File: config.mk
export PLATFORM = sky130hd
export DESIGN_NAME = source_text_tokenizer_unit
export DESIGN_NICKNAME = d
export VERILOG_FILES = /design/src/rtl/core/stt_pkg.sv /design/src/rtl/core/stt_front.sv /design/src/rtl/core/stt_queue.sv /design/src/rtl/core/stt_back.sv /design/src/rtl/core/source_text_tokenizer_unit.sv
export VERILOG_INCLUDE_DIRS = /design/src /design/src/rtl/core
export SDC_FILE = /design/constraint.sdc
export NUM_CORES = 1
export LEC_CHECK = 0
export ABC_CLOCK_PERIOD_IN_PS = 18300
export BUFFER_PORTS_ARGS = -buffer_cell sky130_fd_sc_hd__buf_2
export CAP_MARGIN = 10
export CORE_MARGIN = 2
export CORE_UTILIZATION = 50
export DETAILED_ROUTE_END_ITERATION = 16
export GPL_TIMING_DRIVEN = 0
export HOLD_SLACK_MARGIN = 0.12
export PLACE_DENSITY = 0.66
export SLEW_MARGIN = 25
export SYNTH_ARGS = -nofsm -noshare
export SYNTH_HDL_FRONTEND = slang
export SYNTH_SLANG_ARGS = --single-unit
File: constraint.sdc
create_clock -name clk -period 18.3 [get_ports clk]
set_clock_uncertainty 0.15 [all_clocks]
set_input_delay 0.915 -clock clk [delete_from_list [all_inputs] [get_ports clk]]
set_output_delay 0.915 -clock clk [all_outputs]
set_load 0.02 [all_outputs]
File: src/rtl/core/assert_macros.svh
// ---------------------------------------------------------------------------
// Assertion macros
// Shorthand for clocked implication checks, disabled while rst_n is low.
// ---------------------------------------------------------------------------
`ifndef ASSERT_MACROS_SVH
`define ASSERT_MACROS_SVH

// Check that cons holds in the same cycle as ante.
`define STT_ASSERT_SAME(lbl, ante, cons, msg) \
    lbl: assert property (@(posedge clk) disable iff (!rst_n) (ante) |-> (cons)) \
        else $error(msg);

// Check that cons holds in the cycle after ante.
`define STT_ASSERT_NEXT(lbl, ante, cons, msg) \
    lbl: assert property (@(posedge clk) disable iff (!rst_n) (ante) |=> (cons)) \
        else $error(msg);

`endif

File: src/rtl/core/stt_pkg.sv
// ---------------------------------------------------------------------------
// Source text tokenizer package
// Shared types, token kinds, reserved word table and record builders.
// ---------------------------------------------------------------------------
package stt_pkg;

    localparam int MAX_TEXT_BYTES_DEF = 64;
    localparam int LINE_BITS_DEF      = 16;
    localparam int QUEUE_DEPTH_DEF    = 4;

    localparam int NUM_WORDS    = 10;
    localparam int NUM_KEYWORDS = 7;
    localparam int RECS_PER_ITEM = 3;

    localparam logic [2:0] KIND_IDENT    = 3'd0;
    localparam logic [2:0] KIND_KEYWORD  = 3'd1;
    localparam logic [2:0] KIND_TYPE     = 3'd2;
    localparam logic [2:0] KIND_NUMBER   = 3'd3;
    localparam logic [2:0] KIND_STRING   = 3'd4;
    localparam logic [2:0] KIND_OPERATOR = 3'd5;
    localparam logic [2:0] KIND_SYMBOL   = 3'd6;
    localparam logic [2:0] KIND_EOF      = 3'd7;

    localparam logic REC_TEXT = 1'b0;
    localparam logic REC_END  = 1'b1;

    localparam logic [7:0] WORD_TEXT [NUM_WORDS][8] = '{
        '{"t", "a", "m", "p", "i", "l", 8'h00, 8'h00},
        '{"j", "i", "k", "a", 8'h00, 8'h00, 8'h00, 8'h00},
        '{"l", "a", "i", "n", 8'h00, 8'h00, 8'h00, 8'h00},
        '{"s", "e", "l", "a", "m", "a", 8'h00, 8'h00},
        '{"f", "u", "n", "g", "s", "i", 8'h00, 8'h00},
        '{"b", "e", "n", "a", "r", 8'h00, 8'h00, 8'h00},
        '{"s", "a", "l", "a", "h", 8'h00, 8'h00, 8'h00},
        '{"s", "t", "r", "i", "n", "g", 8'h00, 8'h00},
        '{"i", "n", "t", 8'h00, 8'h00, 8'h00, 8'h00, 8'h00},
        '{"d", "o", "u", "b", "l", "e", 8'h00, 8'h00}
    };

    localparam logic [2:0] WORD_LEN [NUM_WORDS] = '{
        3'd6, 3'd4, 3'd4, 3'd6, 3'd6, 3'd5, 3'd5, 3'd6, 3'd3, 3'd6
    };

    typedef struct packed {
        logic [7:0] input_byte;
        logic       end_of_input;
    } in_item_t;

    typedef struct packed {
        logic        record_type;
        logic [7:0]  text_byte;
        logic [2:0]  token_kind;
        logic [5:0]  token_length;
        logic [3:0]  reserved_index;
        logic [15:0] line_count;
        logic        last;
    } out_item_t;

    typedef struct packed {
        logic [1:0]                         count;
        out_item_t [RECS_PER_ITEM-1:0]      recs;
    } bundle_t;

    typedef struct packed {
        logic full;
        logic empty;
    } queue_stat_t;

    function automatic out_item_t make_text(input logic [7:0] ch, input logic [15:0] line);
        out_item_t r;
        r                = '0;
        r.record_type    = REC_TEXT;
        r.text_byte      = ch;
        r.line_count     = line;
        return r;
    endfunction

    function automatic out_item_t make_end(input logic [2:0] kind, input logic [5:0] len,
                                           input logic [3:0] idx, input logic [15:0] line);
        out_item_t r;
        r                = '0;
        r.record_type    = REC_END;
        r.token_kind     = kind;
        r.token_length   = len;
        r.reserved_index = idx;
        r.line_count     = line;
        return r;
    endfunction

endpackage

File: src/rtl/core/stt_front.sv
// ---------------------------------------------------------------------------
// Tokenizer front end
// Lexer state machine: takes one byte per transfer and builds the bundle of
// up to three records it causes.
// ---------------------------------------------------------------------------
module stt_front
    import stt_pkg::*;
#(
    parameter int MAX_TEXT_BYTES = MAX_TEXT_BYTES_DEF,
    parameter int LINE_BITS      = LINE_BITS_DEF
)
(
    input  logic     clk,
    input  logic     rst_n,
    input  logic     src_valid,
    output logic     src_ready,
    input  in_item_t src_data,
    input  logic     q_full,
    output logic     q_push,
    output bundle_t  q_bundle
);

    localparam int LEN_W = $clog2(MAX_TEXT_BYTES);
    localparam int CAP   = MAX_TEXT_BYTES - 1;

    localparam logic [2:0] M_IDLE     = 3'd0;
    localparam logic [2:0] M_IDENT    = 3'd1;
    localparam logic [2:0] M_NUMBER   = 3'd2;
    localparam logic [2:0] M_STRING   = 3'd3;
    localparam logic [2:0] M_ESCAPE   = 3'd4;
    localparam logic [2:0] M_OPERATOR = 3'd5;
    localparam logic [2:0] M_COMMENT  = 3'd6;

    logic [2:0]           mode_reg, mode_next;
    logic [LEN_W-1:0]     len_reg, len_next;
    logic [7:0]           op_reg, op_next;
    logic [NUM_WORDS-1:0] cand_reg, cand_next;
    logic [LINE_BITS-1:0] line_reg, line_next;

    logic                 accept;
    logic [7:0]           c;
    logic                 pre_close, start_run, put_req, post_close, line_inc, eof, ident_step;
    logic [2:0]           pre_kind, post_kind;
    logic [3:0]           pre_idx;
    logic [7:0]           put_char;
    logic                 id_hit;
    logic [2:0]           id_kind;
    logic [3:0]           id_idx;
    logic [LEN_W-1:0]     len_base, len_after;
    logic                 put_ok;
    logic [NUM_WORDS-1:0] cand_base, cand_mask;
    logic [31:0]          line_wide, pre_len_wide, post_len_wide;
    logic [1:0]           n;
    bundle_t              bundle;

    assign c         = src_data.input_byte;
    assign src_ready = !q_full;
    assign accept    = src_valid && src_ready;

    always_comb
    begin
        id_hit  = 1'b0;
        id_kind = KIND_IDENT;
        id_idx  = '0;
        for (int k = NUM_WORDS - 1; k >= 0; k--)
        begin
            if (cand_reg[k] && (len_reg == LEN_W'(WORD_LEN[k])))
            begin
                id_hit  = 1'b1;
                id_idx  = 4'(k);
                id_kind = (k < NUM_KEYWORDS) ? KIND_KEYWORD : KIND_TYPE;
            end
        end
    end

    always_comb
    begin
        pre_close  = 1'b0;
        pre_kind   = KIND_IDENT;
        pre_idx    = '0;
        start_run  = 1'b0;
        put_req    = 1'b0;
        put_char   = c;
        post_close = 1'b0;
        post_kind  = KIND_OPERATOR;
        line_inc   = 1'b0;
        eof        = 1'b0;
        ident_step = 1'b0;
        mode_next  = mode_reg;
        op_next    = op_reg;

        if (src_data.end_of_input)
        begin
            eof        = 1'b1;
            mode_next  = M_IDLE;
            post_close = 1'b1;
            post_kind  = KIND_EOF;
            case (mode_reg)
                M_IDENT:
                begin
                    pre_close = 1'b1;
                    pre_kind  = id_kind;
                    pre_idx   = id_idx;
                end
                M_NUMBER:
                begin
                    pre_close = 1'b1;
                    pre_kind  = KIND_NUMBER;
                end
                M_STRING, M_ESCAPE:
                begin
                    pre_close = 1'b1;
                    pre_kind  = KIND_STRING;
                end
                M_OPERATOR:
                begin
                    pre_close = 1'b1;
                    pre_kind  = KIND_OPERATOR;
                end
                default: ;
            endcase
        end
        else
        begin
            case (mode_reg)
                M_IDENT:
                begin
                    if (c inside {["a":"z"], ["A":"Z"], ["0":"9"], "_"})
                    begin
                        put_req    = 1'b1;
                        ident_step = 1'b1;
                    end
                    else
                    begin
                        pre_close = 1'b1;
                        pre_kind  = id_kind;
                        pre_idx   = id_idx;
                        start_run = 1'b1;
                    end
                end
                M_NUMBER:
                begin
                    if (c inside {["0":"9"]})
                    begin
                        put_req = 1'b1;
                    end
                    else
                    begin
                        pre_close = 1'b1;
                        pre_kind  = KIND_NUMBER;
                        start_run = 1'b1;
                    end
                end
                M_STRING:
                begin
                    if (c == "\"")
                    begin
                        pre_close = 1'b1;
                        pre_kind  = KIND_STRING;
                        mode_next = M_IDLE;
                    end
                    else if (c == "\\")
                    begin
                        mode_next = M_ESCAPE;
                    end
                    else
                    begin
                        line_inc = (c == 8'h0a);
                        put_req  = 1'b1;
                    end
                end
                M_ESCAPE:
                begin
                    line_inc  = (c == 8'h0a);
                    put_req   = 1'b1;
                    put_char  = (c == "n") ? 8'h0a : ((c == "t") ? 8'h09 : c);
                    mode_next = M_STRING;
                end
                M_OPERATOR:
                begin
                    if (((op_reg == "&") && (c == "&")) || ((op_reg == "|") && (c == "|")) ||
                        ((op_reg != "&") && (op_reg != "|") && (c == "=")))
                    begin
                        put_req    = 1'b1;
                        post_close = 1'b1;
                        post_kind  = KIND_OPERATOR;
                        mode_next  = M_IDLE;
                    end
                    else
                    begin
                        pre_close = 1'b1;
                        pre_kind  = KIND_OPERATOR;
                        start_run = 1'b1;
                    end
                end
                M_COMMENT:
                begin
                    if (c == 8'h0a)
                    begin
                        line_inc  = 1'b1;
                        mode_next = M_IDLE;
                    end
                end
                default:
                begin
                    start_run = 1'b1;
                end
            endcase

            if (start_run)
            begin
                mode_next = M_IDLE;
                if (c inside {" ", [8'h09:8'h0d]})
                begin
                    line_inc = (c == 8'h0a);
                end
                else if (c inside {["a":"z"], ["A":"Z"], "_"})
                begin
                    mode_next  = M_IDENT;
                    put_req    = 1'b1;
                    ident_step = 1'b1;
                end
                else if (c inside {["0":"9"]})
                begin
                    mode_next = M_NUMBER;
                    put_req   = 1'b1;
                end
                else if (c == "\"")
                begin
                    mode_next = M_STRING;
                end
                else if (c inside {"&", "|", "=", "!", "<", ">"})
                begin
                    mode_next = M_OPERATOR;
                    put_req   = 1'b1;
                    op_next   = c;
                end
                else if (c inside {"+", "-", "*", "/"})
                begin
                    put_req    = 1'b1;
                    post_close = 1'b1;
                    post_kind  = KIND_OPERATOR;
                end
                else if (c inside {";", "(", ")", "{", "}", ","})
                begin
                    put_req    = 1'b1;
                    post_close = 1'b1;
                    post_kind  = KIND_SYMBOL;
                end
                else if (c == "#")
                begin
                    mode_next = M_COMMENT;
                end
            end
        end
    end

    always_comb
    begin
        len_base  = (pre_close || start_run || eof) ? '0 : len_reg;
        put_ok    = put_req && (len_base < LEN_W'(CAP));
        len_after = len_base + LEN_W'(put_ok);
        len_next  = post_close ? '0 : len_after;
        line_next = (line_inc && (line_reg != '1)) ? line_reg + LINE_BITS'(1) : line_reg;

        cand_base = start_run ? '1 : cand_reg;
        for (int k = 0; k < NUM_WORDS; k++)
        begin
            cand_mask[k] = cand_base[k] && (len_base < LEN_W'(WORD_LEN[k])) &&
                           (WORD_TEXT[k][len_base[2:0]] == c);
        end
        cand_next = ident_step ? cand_mask : cand_reg;
    end

    always_comb
    begin
        line_wide     = 32'(line_reg);
        pre_len_wide  = 32'(len_reg);
        post_len_wide = 32'(len_after);
        bundle        = '0;
        n             = '0;
        if (pre_close)
        begin
            bundle.recs[n] = make_end(pre_kind, pre_len_wide[5:0], pre_idx, line_wide[15:0]);
            n = n + 2'd1;
        end
        if (put_ok)
        begin
            line_wide = 32'(line_next);
            bundle.recs[n] = make_text(put_char, line_wide[15:0]);
            n = n + 2'd1;
        end
        if (post_close)
        begin
            line_wide = 32'(line_next);
            bundle.recs[n] = make_end(post_kind, post_len_wide[5:0], 4'd0, line_wide[15:0]);
            n = n + 2'd1;
        end
        if (n != 2'd0)
        begin
            bundle.recs[n - 2'd1].last = 1'b1;
        end
        bundle.count = n;
    end

    assign q_push   = accept && (n != 2'd0);
    assign q_bundle = bundle;

    always_ff @(posedge clk or negedge rst_n)
    begin
        if (!rst_n)
        begin
            mode_reg <= M_IDLE;
            len_reg  <= '0;
            op_reg   <= '0;
            cand_reg <= '1;
            line_reg <= LINE_BITS'(1);
        end
        else if (accept)
        begin
            mode_reg <= mode_next;
            len_reg  <= len_next;
            op_reg   <= op_next;
            cand_reg <= cand_next;
            line_reg <= line_next;
        end
    end

endmodule

File: src/rtl/core/stt_queue.sv
// ---------------------------------------------------------------------------
// Tokenizer bundle queue
// Short first-in first-out buffer of record bundles between front and back.
// ---------------------------------------------------------------------------
module stt_queue
    import stt_pkg::*;
#(
    parameter int DEPTH = QUEUE_DEPTH_DEF
)
(
    input  logic        clk,
    input  logic        rst_n,
    input  logic        push,
    input  bundle_t     push_data,
    input  logic        pop,
    output bundle_t     head,
    output queue_stat_t stat
);

    localparam int PTR_W = $clog2(DEPTH);
    localparam int CNT_W = $clog2(DEPTH + 1);

    bundle_t            mem [DEPTH];
    logic [PTR_W-1:0]   wr_ptr_reg, wr_ptr_next;
    logic [PTR_W-1:0]   rd_ptr_reg, rd_ptr_next;
    logic [CNT_W-1:0]   count_reg, count_next;

    assign head       = mem[rd_ptr_reg];
    assign stat.full  = (count_reg == CNT_W'(DEPTH));
    assign stat.empty = (count_reg == '0);

    always_comb
    begin
        wr_ptr_next = wr_ptr_reg;
        rd_ptr_next = rd_ptr_reg;
        count_next  = count_reg;
        if (push)
        begin
            wr_ptr_next = (wr_ptr_reg == PTR_W'(DEPTH - 1)) ? '0 : wr_ptr_reg + PTR_W'(1);
        end
        if (pop)
        begin
            rd_ptr_next = (rd_ptr_reg == PTR_W'(DEPTH - 1)) ? '0 : rd_ptr_reg + PTR_W'(1);
        end
        if (push && !pop)
        begin
            count_next = count_reg + CNT_W'(1);
        end
        else if (pop && !push)
        begin
            count_next = count_reg - CNT_W'(1);
        end
    end

    always_ff @(posedge clk)
    begin
        if (push)
        begin
            mem[wr_ptr_reg] <= push_data;
        end
    end

    always_ff @(posedge clk or negedge rst_n)
    begin
        if (!rst_n)
        begin
            wr_ptr_reg <= '0;
            rd_ptr_reg <= '0;
            count_reg  <= '0;
        end
        else
        begin
            wr_ptr_reg <= wr_ptr_next;
            rd_ptr_reg <= rd_ptr_next;
            count_reg  <= count_next;
        end
    end

endmodule

File: src/rtl/core/stt_back.sv
// ---------------------------------------------------------------------------
// Tokenizer back end
// Unpacks queued bundles into single records through the output register.
// ---------------------------------------------------------------------------
module stt_back
    import stt_pkg::*;
(
    input  logic        clk,
    input  logic        rst_n,
    input  bundle_t     head,
    input  queue_stat_t stat,
    output logic        pop,
    output logic        rec_valid,
    input  logic        rec_ready,
    output out_item_t   rec_data
);

    logic [1:0] idx_reg, idx_next;
    logic       valid_reg;
    out_item_t  data_reg;
    logic       load;

    assign load     = !stat.empty && (!valid_reg || rec_ready);
    assign pop      = load && (idx_reg == (head.count - 2'd1));
    assign idx_next = pop ? 2'd0 : (load ? idx_reg + 2'd1 : idx_reg);

    assign rec_valid = valid_reg;
    assign rec_data  = data_reg;

    always_ff @(posedge clk)
    begin
        if (load)
        begin
            data_reg <= head.recs[idx_reg];
        end
    end

    always_ff @(posedge clk or negedge rst_n)
    begin
        if (!rst_n)
        begin
            idx_reg   <= '0;
            valid_reg <= 1'b0;
        end
        else
        begin
            idx_reg <= idx_next;
            if (load)
            begin
                valid_reg <= 1'b1;
            end
            else if (rec_ready)
            begin
                valid_reg <= 1'b0;
            end
        end
    end

endmodule

File: src/rtl/core/source_text_tokenizer_unit.sv
// ---------------------------------------------------------------------------
// Source text tokenizer
// Streaming lexer: source bytes in, text and token-end records out.
// ---------------------------------------------------------------------------
// The src channel takes one source byte per cycle whenever the bundle queue
// has room; the lexer handles that byte in the same cycle and queues the one
// to three records it causes, if any, as one bundle. The rec channel gives one
// record per cycle from an output register while rec_ready is high and the
// queue is not empty, so the output port at one record per cycle sets the
// sustained rate. QUEUE_DEPTH bundles absorb bursts. No clearing pass after
// reset: the block takes bytes as soon as reset is released.
`include "assert_macros.svh"

module source_text_tokenizer_unit
    import stt_pkg::*;
#(
    parameter int MAX_TEXT_BYTES = MAX_TEXT_BYTES_DEF,
    parameter int LINE_BITS      = LINE_BITS_DEF,
    parameter int QUEUE_DEPTH    = QUEUE_DEPTH_DEF
)
(
    input  logic      clk,
    input  logic      rst_n,
    input  logic      src_valid,
    output logic      src_ready,
    input  in_item_t  src_data,
    output logic      rec_valid,
    input  logic      rec_ready,
    output out_item_t rec_data
);

    logic        q_push;
    logic        q_pop;
    bundle_t     q_bundle;
    bundle_t     q_head;
    queue_stat_t q_stat;

    stt_front #(
        .MAX_TEXT_BYTES (MAX_TEXT_BYTES),
        .LINE_BITS      (LINE_BITS)
    ) u_front (
        .clk       (clk),
        .rst_n     (rst_n),
        .src_valid (src_valid),
        .src_ready (src_ready),
        .src_data  (src_data),
        .q_full    (q_stat.full),
        .q_push    (q_push),
        .q_bundle  (q_bundle)
    );

    stt_queue #(
        .DEPTH (QUEUE_DEPTH)
    ) u_queue (
        .clk       (clk),
        .rst_n     (rst_n),
        .push      (q_push),
        .push_data (q_bundle),
        .pop       (q_pop),
        .head      (q_head),
        .stat      (q_stat)
    );

    stt_back u_back (
        .clk       (clk),
        .rst_n     (rst_n),
        .head      (q_head),
        .stat      (q_stat),
        .pop       (q_pop),
        .rec_valid (rec_valid),
        .rec_ready (rec_ready),
        .rec_data  (rec_data)
    );

    `STT_ASSERT_SAME(a_eof_is_last, rec_valid && rec_data.record_type && (rec_data.token_kind == KIND_EOF), rec_data.last, "end-of-file record not marked last")
    `STT_ASSERT_SAME(a_text_fields_clear, rec_valid && !rec_data.record_type, (rec_data.token_kind == KIND_IDENT) && (rec_data.token_length == 6'd0), "text record carries token fields")
    `STT_ASSERT_NEXT(a_eof_queued, src_valid && src_ready && src_data.end_of_input, !q_stat.empty, "end of input transfer left no bundle")
    `STT_ASSERT_SAME(a_no_push_full, q_stat.full, !q_push, "push into full queue")

endmodule
# Word-level counts from Yosys, hierarchy flattened
# Memories as Yosys holds them, arrays and structs flattened.
# Index checks and enable logic that the tools add are counted.
dict set report word_totals {
  reg_bits 92
  ramBits 476
  romBits 640
  input_bits 13
  memories 11
}
# name words word_bits read_ports rd_clocked_by_memory_dff wr line_no
set mem_list {}
lappend mem_list {u_queue.mem 4 119 1 0 1 stt_queue.sv:23} ;# bundle_t mem [DEPTH];
lappend mem_list {{(name not given)} 8 8 1 0 0 stt_front.sv:270} ;# (WORD_TEXT[k][len_base[2:0]] == c);
lappend mem_list {{(name not given)} 8 8 1 0 0 stt_front.sv:270}
lappend mem_list {{(name not given)} 8 8 1 0 0 stt_front.sv:270}
lappend mem_list {{(name not given)} 8 8 1 0 0 stt_front.sv:270}
lappend mem_list {{(name not given)} 8 8 1 0 0 stt_front.sv:270}
lappend mem_list {{5 more memories} -- -- -- -- -- --}
dict set report classes {
  addsub 11
  order_cmp 21
  n_eq_ne 56
  n_mux 159
  bitwise 6
  reduce_logical 77
}
# op count
set ops {}
lappend ops {{$bwmux W117} 3}
lappend ops {{$mux W117} 3}
lappend ops {{$demux W39 S2} 3}
lappend ops {{$mux W8} 24}
lappend ops {{$mux W39} 4}
lappend ops {{$eq A8 B6 Y1 const B} 17}
lappend ops {{$mux W3} 27}
lappend ops {{$eq A8 B8 Y1} 10}
lappend ops {{$bmux W39 S2} 1}
lappend ops {{$eq A8 B7 Y1 const B} 8}
lappend ops {{$mux W4} 14}
lappend ops {{$mux W1} 50}
lappend ops {{$logic_and A1 B1 Y1} 49}
lappend ops {{$mux W2} 19}
lappend ops {{$pmux W3 S4} 3}
lappend ops {{$eq A6 B3 Y1 const B} 3}
lappend ops {{$lt A6 B3 Y1 const B} 3}
lappend ops {{$reduce_bool A6 Y1} 3}
lappend ops {{$add A16 B1 Y16 const B} 1}
lappend ops {{$ge A8 B7 Y1 const B} 2}
lappend ops {{$le A8 B7 Y1 const B} 2}
lappend ops {{$mux W16} 1}
lappend ops {{$ne A16 B16 Y1 const B} 1}
lappend ops {{$eq A3 B3 Y1 const B} 4}
lappend ops {{46 further kinds} 75}

# Longest topological paths before layout
dict set report logic_depth {
  word_depth 26
  depth_mapped 26
  mapped_depth_nobuf 22
}

# Cells and area by module
# From an unflattened synthesis, not the netlist that was laid out.
dict set report unflattened {
  hier_cells 1667
  hier_area_um2 25419.4
}
# mod n_inst cells_each area_each_um2
set modules_own_cells {}
lappend modules_own_cells {stt_queue 1 659 17594.4}
lappend modules_own_cells {stt_front 1 818 5665.4}
lappend modules_own_cells {stt_back 1 190 2159.6}

# Worst setup path after synthesis
# Ideal clock, no wire load.
dict set report synth_path {
  path_type {input port to flip-flop}
  from {input src_data[1] (netlist name)}
  to {memory u_queue.mem[0][0] (netlist name), enable pin}
  setup_time_ps 471
  arrival_ps 6688
  required_time_ps 17679
  slack_ps 10990
  stages 20
  path_cell_list {clkbuf_1 > a21oi_1 > a311oi_1 > o211ai_1 > o21a_2 > and2_1 > buf_2 > nand2_1 > inv_1 > ha_1 > nand3_1 > nor3_1 > a21o_1 > a21oi_4 > inv_2 > buf_4 > ha_1 > nor2b_1 > a221oi_2 > and2_1}
}
dict set report synth_between {
  elab_chain_cells 23
  elab_cells_between_ends 91
}
# element line_no
set synth_rtl {}
lappend synth_rtl {{start: declaration} source_text_tokenizer_unit.sv:26} ;# input in_item_t src_data,
lappend synth_rtl {{parallel branches: the longest is 18 deep, another holds $ge A8 B7 Y1} --}
lappend synth_rtl {{$mux W2 (*)} stt_front.sv:293} ;# if (post_close)
lappend synth_rtl {{$reduce_bool A2 Y1 (*)} stt_front.sv:306} ;# assign q_push = accept && (n != 2'd0);
lappend synth_rtl {{$logic_and A1 B1 Y1 (*)} stt_front.sv:306}
lappend synth_rtl {{named net q_push} source_text_tokenizer_unit.sv:32} ;# logic q_push;
lappend synth_rtl {{$mux W1 (*)} stt_queue.sv:57} ;# if (push)
lappend synth_rtl {{$mux W1 (not written as such) (*)} stt_queue.sv:59} ;# mem[wr_ptr_reg] <= push_data;
lappend synth_rtl {{end: declaration} stt_queue.sv:23}
# Mark *: on every way through the listed nets, which the timed path passes. The select of a mux whose other input is x is not followed.

# Final worst setup path
dict set report layout_path {
  from {input src_data[6] (netlist name)}
  to {memory u_queue.mem[1][63] (netlist name), enable pin}
}
# The elaborated chain is that of the path after synthesis.

==> summary.txt <==
Status
  • Status: finished, final reports clean

Final layout
  • Synth-to-Final Area Change: 13.2%
  • Multi-input logic area: 7190 um2
  • Share of cells above drive strength 1: 20.1%
  • ANT cells: 0
  • Largest register FFs: 404
  • FILL cells: 3528
  • Register area: 14600 um2
  • Fin nets: 1625

Worst setup path
  • Critical Path Sink Type: register
  • Reg2Reg Setup Slack: roughly 12 ns
  • Slowest stage delay, CP: a little under 0.7 ns
  • Setup CP Type: in2reg
  • Reg2reg end: u_queue.mem[1][63]
  • Worst Path Buf+Inv: 9
  • Cell Chain, Critical Path: buf_2 > buf_6 > inv_1 > a311oi_1 > o211ai_1 > o21a_2 > and2_1 > buf_2 > nand2_1 > inv_1 > ha_1 > nand3_1 > nor3_1 > a21o_1 > a21oi_4 > inv_2 > buf_4 > ha_1 > nor2b_1 > a221oi_2 > and2_4 > buf_16 > buf_16
  • Maximum fanout along the worst path: 36
  • Register-to-Register Path Depth: 21
  • Worst path slowest cell: a221oi_2
  • Delay-heaviest family, CP: compound AO/OA/AOI/OAI gates
  • Critical Path AT: roughly 6.9 ns
  • Req. time, crit path: 18.41 ns
  • RR Startpoint: u_front.op_reg[3]
  • Startpoint Class: input pin

Die
  • Die H: 215 um
  • CORE AREA: 44100 um2
  • Die area: 46400 um2
  • Row cnt: 77
  • Die width: 215 um
  • I/O Pins: 54
  • Initial Util: 50.6%

Logic synthesis
  • Synth area leader: edfxtp_1
  • Post-synth EDFFs: between 400 and 500
  • Synth async-reset ratio: 10.7%
  • Mean Syn Cell Area: between 15 and 20 um2
  • Number of distinct library cells after synthesis: 98
  • Post-synth top cells: 443 x edfxtp_1, 138 x nor2_1, 101 x mux4_2
  • Cell count after synthesis: 1473
  • Seq/Total Area, Yosys: 65.6%
  • Ys flop type: edfxtp_1
  • Seq cells post-synth: 496
  • Most common cell in the netlist: edfxtp_1
  • Synth area leaders: edfxtp_1 60%, mux4_2 10%, dfrtp_1 4.7%
  • Synth warnings: 0
  • Synthesized area: between 20000 and 25000 um2
  • Share of the synthesized area in the top cell type: roughly three fifths

Place
  • Dpl ws: 10.95 ns
  • DP Wirelength: 35.5 mm
  • GP Congestion: 0.919
  • Port Buffers: 50

Clocking
  • Post-CTS setup buffer count: 0
  • Clk buf depth: 3
  • H-tree levels: 2
  • Root Buffer: clkbuf_16
  • CTS tree: yes
  • Clk_lat worst skew: roughly 0.60 ns
  • Clk slew on worst S/H paths: around 0.08 ns
  • Resize count post-CTS: 0
  • Clock buffer count from CTS: 50
  • Number of clock sinks: 496
  • Hold_buf cts: 0

STA
  • Peak Freq: 147 MHz
  • Fin Hold WS: 0.234 ns
  • Total Neg Setup Slack: 0 ns
  • # setup viols final: 0
  • Fin crit period: 6.81 ns
  • Final Hold Viols: 0
  • Final Max Tran Viols: 0
  • Tcrit/Tclk final: 37.2%
  • Slew Limit Headroom: 35.1%
  • Worst slew pin tran: 0.974 ns
  • Worst setup margin: roughly 11 ns
  • RSZ-0062 raised after global routing: no

Routing
  • Detailed Route Iter0 Violations: 1367
  • Drt wl/cell: between 20 and 25 um
  • Via density: 5.96
  • Post-Route WL: about 53 mm
  • Final ANT Viol Nets: 0
  • DRC: 0
  • Via count: 13200
  • First-pass iteration count of the detailed router: 5

Pwr
  • Static leakage: around 8.4 nW
  • Power per cell area: 145 nW/um2
  • Clock share of power: 27.9%
  • Sw Share: 30.3%
  • Final Power: 3.67 mW
  • Switching pwr: 1.11 mW
  • Combinational share of power: between 20% and 30%
  • Flop pwr share: 43.1%
  • Peak VDD IR: 71.4 uV
  • Internal power: 2.56 mW

Worst hold path
  • Hold Crit Class: in2async

GRT
  • GR Util met1: 31.9%
  • Grt peak-use layer: met2
  • Routing usage on met2: roughly 38%
  • Largest net degree at the start of global routing: 54
  • Number of global-route vias before repair: 13100
  • First-pass GRT wire length: 80.2 mm
  • Met3 GRT Util: 3.37%
  • Initial antenna violation count: 0
  • Gr ovfl total: 0
  • GRT Total Usage: 23.0%

Flow run
  • Maximum Capacitance Violations: 0
==> power by group through the flow <==
stage | combinational (mW) | sequential [mW] | clock (mW)
global placement | 1.03 | 1.63 | 0
global route | 1.15 | 1.60 | 1.08
detailed placement | 1.08 | 1.60 | 0
floorplan | 0.659 | 1.66 | 0
finish | 1.06 | 1.58 | 1.03
CTS | 1.09 | 1.58 | 1.04
==> layout by cell type, fill, tap and decap left out, types with 13 or more instances in the layout <==
cell / count
a21oi_1: 45
and2_1: 13
buf_2: 61
clkbuf_1: 75
clkbuf_16: 53
dfrtp_1: 42
edfxtp_1: 443
ha_1: 22
inv_1: 25
mux2i_1: 41
mux4_2: 101
nand2_1: 77
nand3_1: 31
nand4_1: 14
nor2_1: 138
nor2b_1: 13
nor3_1: 24
o21ai_0: 54
o2bb2ai_1: 26
xnor2_1: 41
xor2_1: 26
==> logic make-up after synthesis <==
| logic type | share of synthesized area [%] |
|---|---|
| compound gates | 6.97 |
| xor+xnor | 2.63 |
| fa+ha+maj | 1.32 |
| buf+inv | 2.37 |
| flops | 65.6 |
| mux | 12.5 |
| other cells | 0.0168 |
| simple gates | 8.58 |
==> area by class of cell <==
type,count,area share (%)
buffer,95,1.67
clock buffer,70,5.62
clock inverter,22,0.935
inverter,31,0.460
multi-input combinational,854,28.4
sequential,496,57.9
tap,592,2.93
timing repair buffer,61,2.05
==> worst max path at each step <==
stage / startpoint / to / slack, ns / depth (start not counted)
floorplan: src_data[1] / u_queue.mem[0][0] / 10.99 / 20
global placement: src_data[6] / u_queue.mem[1][49] / 7.73 / 21
detailed placement: src_data[6] / u_queue.mem[1][63] / 10.95 / 23
CTS: src_data[6] / u_queue.mem[1][105] / 11.55 / 23
global route: src_data[6] / u_queue.mem[1][21] / 11.20 / 23
finish: src_data[6] / u_queue.mem[1][63] / 11.49 / 23
==> worst reg2reg max path, delay by kind of cell (launching register included) <==
kind / cells / cell delay (ns)
compound gates: 6 / 2.07
simple gates: 7 / 1.91
buf+inv: 6 / 1.23
fa+ha+maj: 2 / 0.55
flops: 1 / 0.39
==> routing by layer <==
layer,up-vias,routed length [um]
li1,5942,-
met1,6813,22600
met2,400,25900
met3,86,2640
met4,0,1370
met5,-,0
==> per-stage QoR <==
| stage | area (um2) | utilization [%] | cells |
|---|---|---|---|
| floorplan | 22300 | - | 1476 |
| global placement | 23300 | 52.9 | 2118 |
| detailed placement | 23600 | 53.5 | 2129 |
| CTS | 25300 | 57.3 | 2221 |
| global route | 25300 | 57.3 | 2221 |
| finish | 25300 | 57.3 | 2221 |
No activity file was read; power rests on OpenSTA's default activity.
